`config.mk`:
```
export PLATFORM = sky130hd
export DESIGN_NAME = solf_ctrl
export DESIGN_NICKNAME = d
export VERILOG_FILES = /design/src/design/solf_pkg.sv /design/src/design/solf_ctrl.sv
export SDC_FILE = /design/constraint.sdc
export NUM_CORES = 1
export LEC_CHECK = 0
export BUFFER_PORTS_ARGS = -buffer_cell sky130_fd_sc_hd__buf_2
export CORE_MARGIN = 5
export CORE_UTILIZATION = 59
export CTS_CLUSTER_DIAMETER = 30
export CTS_CLUSTER_SIZE = 12
export DETAILED_ROUTE_END_ITERATION = 10
export PLACE_DENSITY = 0.8
export RECOVER_POWER = 50
export SLEW_MARGIN = 40
export SYNTH_ARGS = -nofsm -noshare
export SYNTH_HDL_FRONTEND = slang
export SYNTH_SLANG_ARGS = --single-unit
```
`constraint.sdc`:
```
create_clock -name clk -period 3.9 [get_ports clk]
set_input_delay 0.78 -clock clk [delete_from_list [all_inputs] [get_ports clk]]
set_output_delay 0.78 -clock clk [all_outputs]
set_load 0.01 [all_outputs]
```
`src/design/solf_pkg.sv`:
```
// Shared types, codes and the arithmetic program of the second-order lag/lead filter.
package solf_pkg;

  localparam int FRAC_BITS_DEF     = 16;
  localparam int COUNT_MODULUS_DEF = 10000;
  localparam int US_PER_S          = 1000000;

  // Configuration register indexes
  localparam logic [2:0] CFG_GAIN      = 3'd0;
  localparam logic [2:0] CFG_NAT_FREQ  = 3'd1;
  localparam logic [2:0] CFG_DAMPING   = 3'd2;
  localparam logic [2:0] CFG_LEAD1     = 3'd3;
  localparam logic [2:0] CFG_LEAD2     = 3'd4;
  localparam logic [2:0] CFG_CYCLE_US  = 3'd5;
  localparam logic [2:0] CFG_INIT_OUT  = 3'd6;
  localparam logic [2:0] CFG_INIT_PREV = 3'd7;

  // Micro-operations on the accumulator
  localparam logic [3:0] OP_LDA   = 4'd0;
  localparam logic [3:0] OP_ADD   = 4'd1;
  localparam logic [3:0] OP_SUB   = 4'd2;
  localparam logic [3:0] OP_ST    = 4'd3;
  localparam logic [3:0] OP_MUL   = 4'd4;
  localparam logic [3:0] OP_SHL1  = 4'd5;
  localparam logic [3:0] OP_SHLF  = 4'd6;
  localparam logic [3:0] OP_SHL2F = 4'd7;
  localparam logic [3:0] OP_DIV   = 4'd8;
  localparam logic [3:0] OP_END   = 4'd9;

  // Wide operand selects (load/add/sub source, store destination)
  localparam logic [3:0] SEL_W    = 4'd0;
  localparam logic [3:0] SEL_P    = 4'd1;
  localparam logic [3:0] SEL_B1   = 4'd2;
  localparam logic [3:0] SEL_B2   = 4'd3;
  localparam logic [3:0] SEL_CS   = 4'd4;
  localparam logic [3:0] SEL_TMP  = 4'd5;
  localparam logic [3:0] SEL_DEN  = 4'd6;
  localparam logic [3:0] SEL_TW   = 4'd7;
  localparam logic [3:0] SEL_B1PM = 4'd8;
  localparam logic [3:0] SEL_B2M2 = 4'd9;
  localparam logic [3:0] SEL_CU1  = 4'd10;
  localparam logic [3:0] SEL_INP  = 4'd11;
  localparam logic [3:0] SEL_NUM  = 4'd12;

  // Multiplier operand selects
  localparam logic [3:0] Y_P  = 4'd0;
  localparam logic [3:0] Y_W  = 4'd1;
  localparam logic [3:0] Y_TH = 4'd2;
  localparam logic [3:0] Y_M  = 4'd3;
  localparam logic [3:0] Y_K  = 4'd4;
  localparam logic [3:0] Y_U  = 4'd5;
  localparam logic [3:0] Y_U1 = 4'd6;
  localparam logic [3:0] Y_U2 = 4'd7;
  localparam logic [3:0] Y_V1 = 4'd8;
  localparam logic [3:0] Y_V2 = 4'd9;

  localparam int PCW      = 6;
  localparam int PROG_LEN = 61;

  typedef struct packed {
    logic [3:0] op;
    logic [3:0] sel;
  } uop_t;

  typedef struct packed {
    logic       issue;
    logic [3:0] op;
    logic [3:0] sel;
    logic       capture;
    logic       commit;
  } cmd_t;

  typedef struct packed {
    logic unit_done;
    logic run_filter;
  } stat_t;

  typedef struct packed {
    logic [31:0] gain;
    logic [30:0] nat_freq;
    logic [30:0] damping;
    logic [31:0] lead1;
    logic [31:0] lead2;
    logic [31:0] cycle_us;
    logic [31:0] init_out;
    logic [31:0] init_prev;
  } cfg_t;

  // Program: den = S^2*(W^2P^2 + 2*TH*W*P*M + S^2M^2), num as the exact ratio form
  function automatic uop_t ucode(input logic [PCW-1:0] pc);
    uop_t u;
    case (pc)
      6'd0:  u = '{OP_LDA,   SEL_W};
      6'd1:  u = '{OP_MUL,   Y_P};
      6'd2:  u = '{OP_ST,    SEL_TMP};
      6'd3:  u = '{OP_MUL,   Y_W};
      6'd4:  u = '{OP_MUL,   Y_P};
      6'd5:  u = '{OP_ST,    SEL_DEN};
      6'd6:  u = '{OP_LDA,   SEL_TMP};
      6'd7:  u = '{OP_MUL,   Y_TH};
      6'd8:  u = '{OP_MUL,   Y_M};
      6'd9:  u = '{OP_SHL1,  SEL_W};
      6'd10: u = '{OP_ST,    SEL_TW};
      6'd11: u = '{OP_ADD,   SEL_DEN};
      6'd12: u = '{OP_ADD,   SEL_CS};
      6'd13: u = '{OP_SHL2F, SEL_W};
      6'd14: u = '{OP_ST,    SEL_DEN};
      6'd15: u = '{OP_LDA,   SEL_B1};
      6'd16: u = '{OP_MUL,   Y_P};
      6'd17: u = '{OP_MUL,   Y_M};
      6'd18: u = '{OP_ST,    SEL_B1PM};
      6'd19: u = '{OP_LDA,   SEL_B2};
      6'd20: u = '{OP_MUL,   Y_M};
      6'd21: u = '{OP_MUL,   Y_M};
      6'd22: u = '{OP_ST,    SEL_B2M2};
      6'd23: u = '{OP_SHL1,  SEL_W};
      6'd24: u = '{OP_ADD,   SEL_B1PM};
      6'd25: u = '{OP_ST,    SEL_CU1};
      6'd26: u = '{OP_LDA,   SEL_P};
      6'd27: u = '{OP_MUL,   Y_P};
      6'd28: u = '{OP_SHLF,  SEL_W};
      6'd29: u = '{OP_ADD,   SEL_B1PM};
      6'd30: u = '{OP_ADD,   SEL_B2M2};
      6'd31: u = '{OP_MUL,   Y_U};
      6'd32: u = '{OP_ST,    SEL_INP};
      6'd33: u = '{OP_LDA,   SEL_CU1};
      6'd34: u = '{OP_MUL,   Y_U1};
      6'd35: u = '{OP_ST,    SEL_TMP};
      6'd36: u = '{OP_LDA,   SEL_INP};
      6'd37: u = '{OP_SUB,   SEL_TMP};
      6'd38: u = '{OP_ST,    SEL_INP};
      6'd39: u = '{OP_LDA,   SEL_B2M2};
      6'd40: u = '{OP_MUL,   Y_U2};
      6'd41: u = '{OP_ADD,   SEL_INP};
      6'd42: u = '{OP_MUL,   Y_K};
      6'd43: u = '{OP_MUL,   Y_W};
      6'd44: u = '{OP_MUL,   Y_W};
      6'd45: u = '{OP_ST,    SEL_NUM};
      6'd46: u = '{OP_LDA,   SEL_TW};
      6'd47: u = '{OP_ADD,   SEL_CS};
      6'd48: u = '{OP_ADD,   SEL_CS};
      6'd49: u = '{OP_SHL2F, SEL_W};
      6'd50: u = '{OP_MUL,   Y_V1};
      6'd51: u = '{OP_ADD,   SEL_NUM};
      6'd52: u = '{OP_ST,    SEL_NUM};
      6'd53: u = '{OP_LDA,   SEL_CS};
      6'd54: u = '{OP_SHL2F, SEL_W};
      6'd55: u = '{OP_MUL,   Y_V2};
      6'd56: u = '{OP_ST,    SEL_TMP};
      6'd57: u = '{OP_LDA,   SEL_NUM};
      6'd58: u = '{OP_SUB,   SEL_TMP};
      6'd59: u = '{OP_DIV,   SEL_W};
      default: u = '{OP_END, SEL_W};
    endcase
    return u;
  endfunction

endpackage

```
`src/design/solf_ctrl.sv`:
```
// Controller: handshake and program sequencer for the filter datapath.
module solf_ctrl
  import solf_pkg::*;
(
  input  logic  clk,
  input  logic  rst_n,
  input  logic  in_tvalid,
  output logic  in_tready,
  output logic  out_tvalid,
  input  logic  out_tready,
  input  stat_t stat,
  output cmd_t  cmd
);

  localparam logic [2:0] ST_IDLE  = 3'd0;
  localparam logic [2:0] ST_CHECK = 3'd1;
  localparam logic [2:0] ST_EXEC  = 3'd2;
  localparam logic [2:0] ST_WAIT  = 3'd3;
  localparam logic [2:0] ST_FIN   = 3'd4;

  logic [2:0]     state_r, state_nxt;
  logic [PCW-1:0] pc_r, pc_nxt;
  logic           out_tvalid_r, out_tvalid_nxt;
  uop_t           uop;
  logic           slot_free;

  assign uop       = ucode(pc_r);
  assign slot_free = !out_tvalid_r || out_tready;
  assign in_tready = (state_r == ST_IDLE);

  // next state and commands
  always_comb begin
    state_nxt   = state_r;
    pc_nxt      = pc_r;
    cmd.issue   = 1'b0;
    cmd.op      = uop.op;
    cmd.sel     = uop.sel;
    cmd.capture = 1'b0;
    cmd.commit  = 1'b0;
    case (state_r)
      ST_IDLE: begin
        if (in_tvalid) begin
          cmd.capture = 1'b1;
          state_nxt   = ST_CHECK;
        end
      end
      ST_CHECK: begin
        pc_nxt    = '0;
        state_nxt = stat.run_filter ? ST_EXEC : ST_FIN;
      end
      ST_EXEC: begin
        if (uop.op == OP_END) begin
          state_nxt = ST_FIN;
        end else begin
          cmd.issue = 1'b1;
          if (uop.op == OP_MUL || uop.op == OP_DIV) state_nxt = ST_WAIT;
          else                                      pc_nxt    = pc_r + PCW'(1);
        end
      end
      ST_WAIT: begin
        if (stat.unit_done) begin
          pc_nxt    = pc_r + PCW'(1);
          state_nxt = ST_EXEC;
        end
      end
      ST_FIN: begin
        if (slot_free) begin
          cmd.commit = 1'b1;
          state_nxt  = ST_IDLE;
        end
      end
      default: state_nxt = ST_IDLE;
    endcase
  end

  // result slot
  always_comb begin
    if (cmd.commit)      out_tvalid_nxt = 1'b1;
    else if (out_tready) out_tvalid_nxt = 1'b0;
    else                 out_tvalid_nxt = out_tvalid_r;
  end

  always_ff @(posedge clk) begin
    if (!rst_n) begin
      state_r      <= ST_IDLE;
      pc_r         <= '0;
      out_tvalid_r <= 1'b0;
    end else begin
      state_r      <= state_nxt;
      pc_r         <= pc_nxt;
      out_tvalid_r <= out_tvalid_nxt;
    end
  end

  assign out_tvalid = out_tvalid_r;

`ifndef SYNTHESIS
  // a result only enters a free slot
  a_commit_free: assert property (@(posedge clk) disable iff (!rst_n)
    cmd.commit |-> (!out_tvalid_r || out_tready))
    else $error("result overwrites pending transaction");
  // one item at a time
  a_accept_busy: assert property (@(posedge clk) disable iff (!rst_n)
    (in_tvalid && in_tready) |=> !in_tready)
    else $error("second item accepted while busy");
  // program counter stays inside the program
  a_pc_range: assert property (@(posedge clk) disable iff (!rst_n)
    (state_r == ST_EXEC) |-> (pc_r <= PCW'(PROG_LEN - 1)))
    else $error("program counter out of range");
  // unit completion only while waiting on it
  a_done_wait: assert property (@(posedge clk) disable iff (!rst_n)
    stat.unit_done |-> (state_r == ST_WAIT))
    else $error("unexpected unit completion");
`endif

endmodule

```
==> flow_summary.json <==
{
  "outcome": "finished, final reports clean",
  "async_flop_share": 0,
  "ys.flop_type": "dfxtp_1",
  "rsz0062_at_grt": "false",
  "reg2reg_depth": 10,
  "holdPathStages": 2,
  "hp-class": "register to register",
  "arrival_ns": 3.53,
  "io_buffer_count": 18,
  "fin_crit_ns": 3.28,
  "cts.clk_slew.worst_paths_ns": 0.11,
  "dieArea_um2": 4040,
  "grt_usage": 0.222,
  "ys_warn_count": 0,
  "grt_max_degree": 26,
  "grt_remaining_overflow": 0,
  "gp_congestion": 0.961,
  "worstPathRequired_ns": 4.16,
  "netlist_area_um2": 1690,
  "setup_viol": 0,
  "vias_per_cell": 6.63,
  "ant_nets": 0,
  "tightest_slew_ns": 0.649,
  "holdBufCountCts": 0,
  "seq_area_um2": 360,
  "num_vias": 1829,
  "maxCapViolations": 0,
  "design_area_um2": 1800,
  "start_kind": "register",
  "die_h_um": 63.6,
  "cts_resized": 0,
  "critPathKind": "register to register",
  "setup_tns_ns": 0,
  "cts_tree": "yes",
  "syn_nets": 246,
  "worst_slack_ns": 0.623,
  "syn-instance-count": 231,
  "nets": 261,
  "place_ws_ns": 0.781,
  "area_growth_pct": 6.13,
  "place_area_um2": 1780,
  "dpl.hpwl_um": 3230,
  "ys_seq_area_frac": 0.213,
  "clockBufferDepth": 2,
  "firstDrtPassIters": 5,
  "multiInputGateArea_um2": 1180,
  "peakVddDrop_mv": 0.433,
  "finalCritPeriodShare": 0.840,
  "grt_pass1_wl_um": 7360,
  "power_leakage_uw": 0.000726,
  "report.final.slew_viol_count": 0,
  "hold-worst-slack_ns": 0.552,
  "rows": 19,
  "nFillCells": 261,
  "end_kind": "register",
  "initialDrtViolationCount": 175,
  "fp.coreArea_um2": 2760,
  "cts_inserted_buffers": 3,
  "h-tree-depth": 1,
  "final_hold_viol_count": 0,
  "cts_setup_buffers": 0,
  "final_cell_mix": "21 x nor2_1, 20 x nand2_1, 18 x dfxtp_1",
  "cp_max_fo": 13,
  "dieWidth_um": 63.6,
  "initial_core_util": 0.614,
  "wire_per_inst_um": 16.4,
  "clock_skew_ns": 0.00507,
  "relSlewSlack": 0.562,
  "antenna_cells": 0,
  "final_common_cell": "nor2_1",
  "fmax_ghz": 0.305,
  "ios": 19,
  "drive_gt1_frac": 0.110,
  "synth_edf_count": 0,
  "drc": 0,
  "p_per_area_nw_per_um2": 596,
  "grt_pass1_vias": 1562,
  "insertion_delay_ns": 0.31,
  "synth_seq_cells": 18,
  "cts.sinks": 18,
  "drt_wl_total_um": 4530,
  "antenna_found_initial": 0,
  "ys_types": 56,
  "cts-root-buf": "clkbuf_4",
  "syn_area_per_cell_um2": 7.33
}
==> power by group <==
group / switching (µW) / leakage [µW] / internal, µW
Clock: 63.2 / 0.0000210 / 57.1
Combinational: 386 / 0.000558 / 280
Sequential: 58.3 / 0.000146 / 226
Total: 508 / 0.000726 / 564
==> cells by family after synthesis <==
kind of cell | after synthesis | synth area share
AO/OA/AOI/OAI | 76 | 0.305
multiplexers | 2 | 0.0118
flip-flops | 18 | 0.213
AND/OR/NAND/NOR | 97 | 0.302
adder cells (fa/ha/maj) | 9 | 0.0665
buffers and inverters | 26 | 0.0857
XOR/XNOR | 3 | 0.0155
==> through the flow <==
step | std cells | util | total power (µW)
after floorplan | 231 | - | 760
after global placement | 272 | 0.645 | 940
after detailed placement | 272 | 0.645 | 944
after CTS | 276 | 0.658 | 1070
after global routing | 276 | 0.652 | 1150
final | 276 | 0.652 | 1070
==> metal layers <==
layer	vias up	track usage	routed length, µm
li1	871	-	-
met5	-	0	0
met3	17	0.0586	464
met1	832	0.304	1920
met2	109	0.341	2020
met4	0	0.0623	119
==> worst max-delay path, cell delays in order, from the launching register on <==
cell,delay (ns)
dfxtp_1,0.55
or3b_1,0.47
o32a_4,0.46
xnor2_1,0.20
nor2b_1,0.25
buf_4,0.18
ha_1,0.36
a21boi_0,0.27
a21oi_1,0.10
o22ai_1,0.23
o21a_1,0.16
==> layout make-up <==
cell class / count / share of cell area
flip-flops and latches: 18 / 0.201
multi-input cells: 187 / 0.659
well taps: 31 / 0.0216
repair buffers: 27 / 0.0787
clock buffers: 4 / 0.0202
inverters: 9 / 0.0195
==> final timing paths <==
kind	startpoint	slack (ns)	to
worst min register to register	out_tvalid$_SDFFE_PN0P_	0.55	out_tvalid$_SDFFE_PN0P_
worst min-delay path	out_tvalid$_SDFFE_PN0P_	0.55	out_tvalid$_SDFFE_PN0P_
worst max register to register	state_r[1]$_SDFFE_PN0P_	0.62	uop[3]$_DFF_P_
worst max-delay path	state_r[1]$_SDFFE_PN0P_	0.62	uop[3]$_DFF_P_
==> flip-flops by register name, summed over array words and instances, names as in the netlist <==
name        cells
pc_r            6
uop             8
state_r         3
out_tvalid      1
==> synthesized netlist by cell type, types with 3 or more instances <==
library cell	instances	area, µm²
ha_1	9	113
nor2b_1	5	31.3
nand2_1	20	75.1
nor3_1	8	40.0
o21ai_1	3	15.0
nor2_1	21	78.8
nor4_1	3	18.8
xnor2_1	3	26.3
a21oi_1	15	75.1
nand2b_1	9	56.3
a22oi_1	3	22.5
nand3_1	8	40.0
a21boi_0	3	22.5
a211oi_1	7	52.6
inv_1	7	26.3
and3_1	3	18.8
buf_6	4	45.0
o22ai_1	3	18.8
and2_1	3	18.8
a31oi_1	6	37.5
clkbuf_1	3	11.3
buf_2	7	35.0
nor3b_1	3	22.5
dfxtp_1	18	360
o21ai_0	16	80.1
o211ai_1	4	30.0
o21a_1	3	22.5
Power figures use the tool's default switching activity.
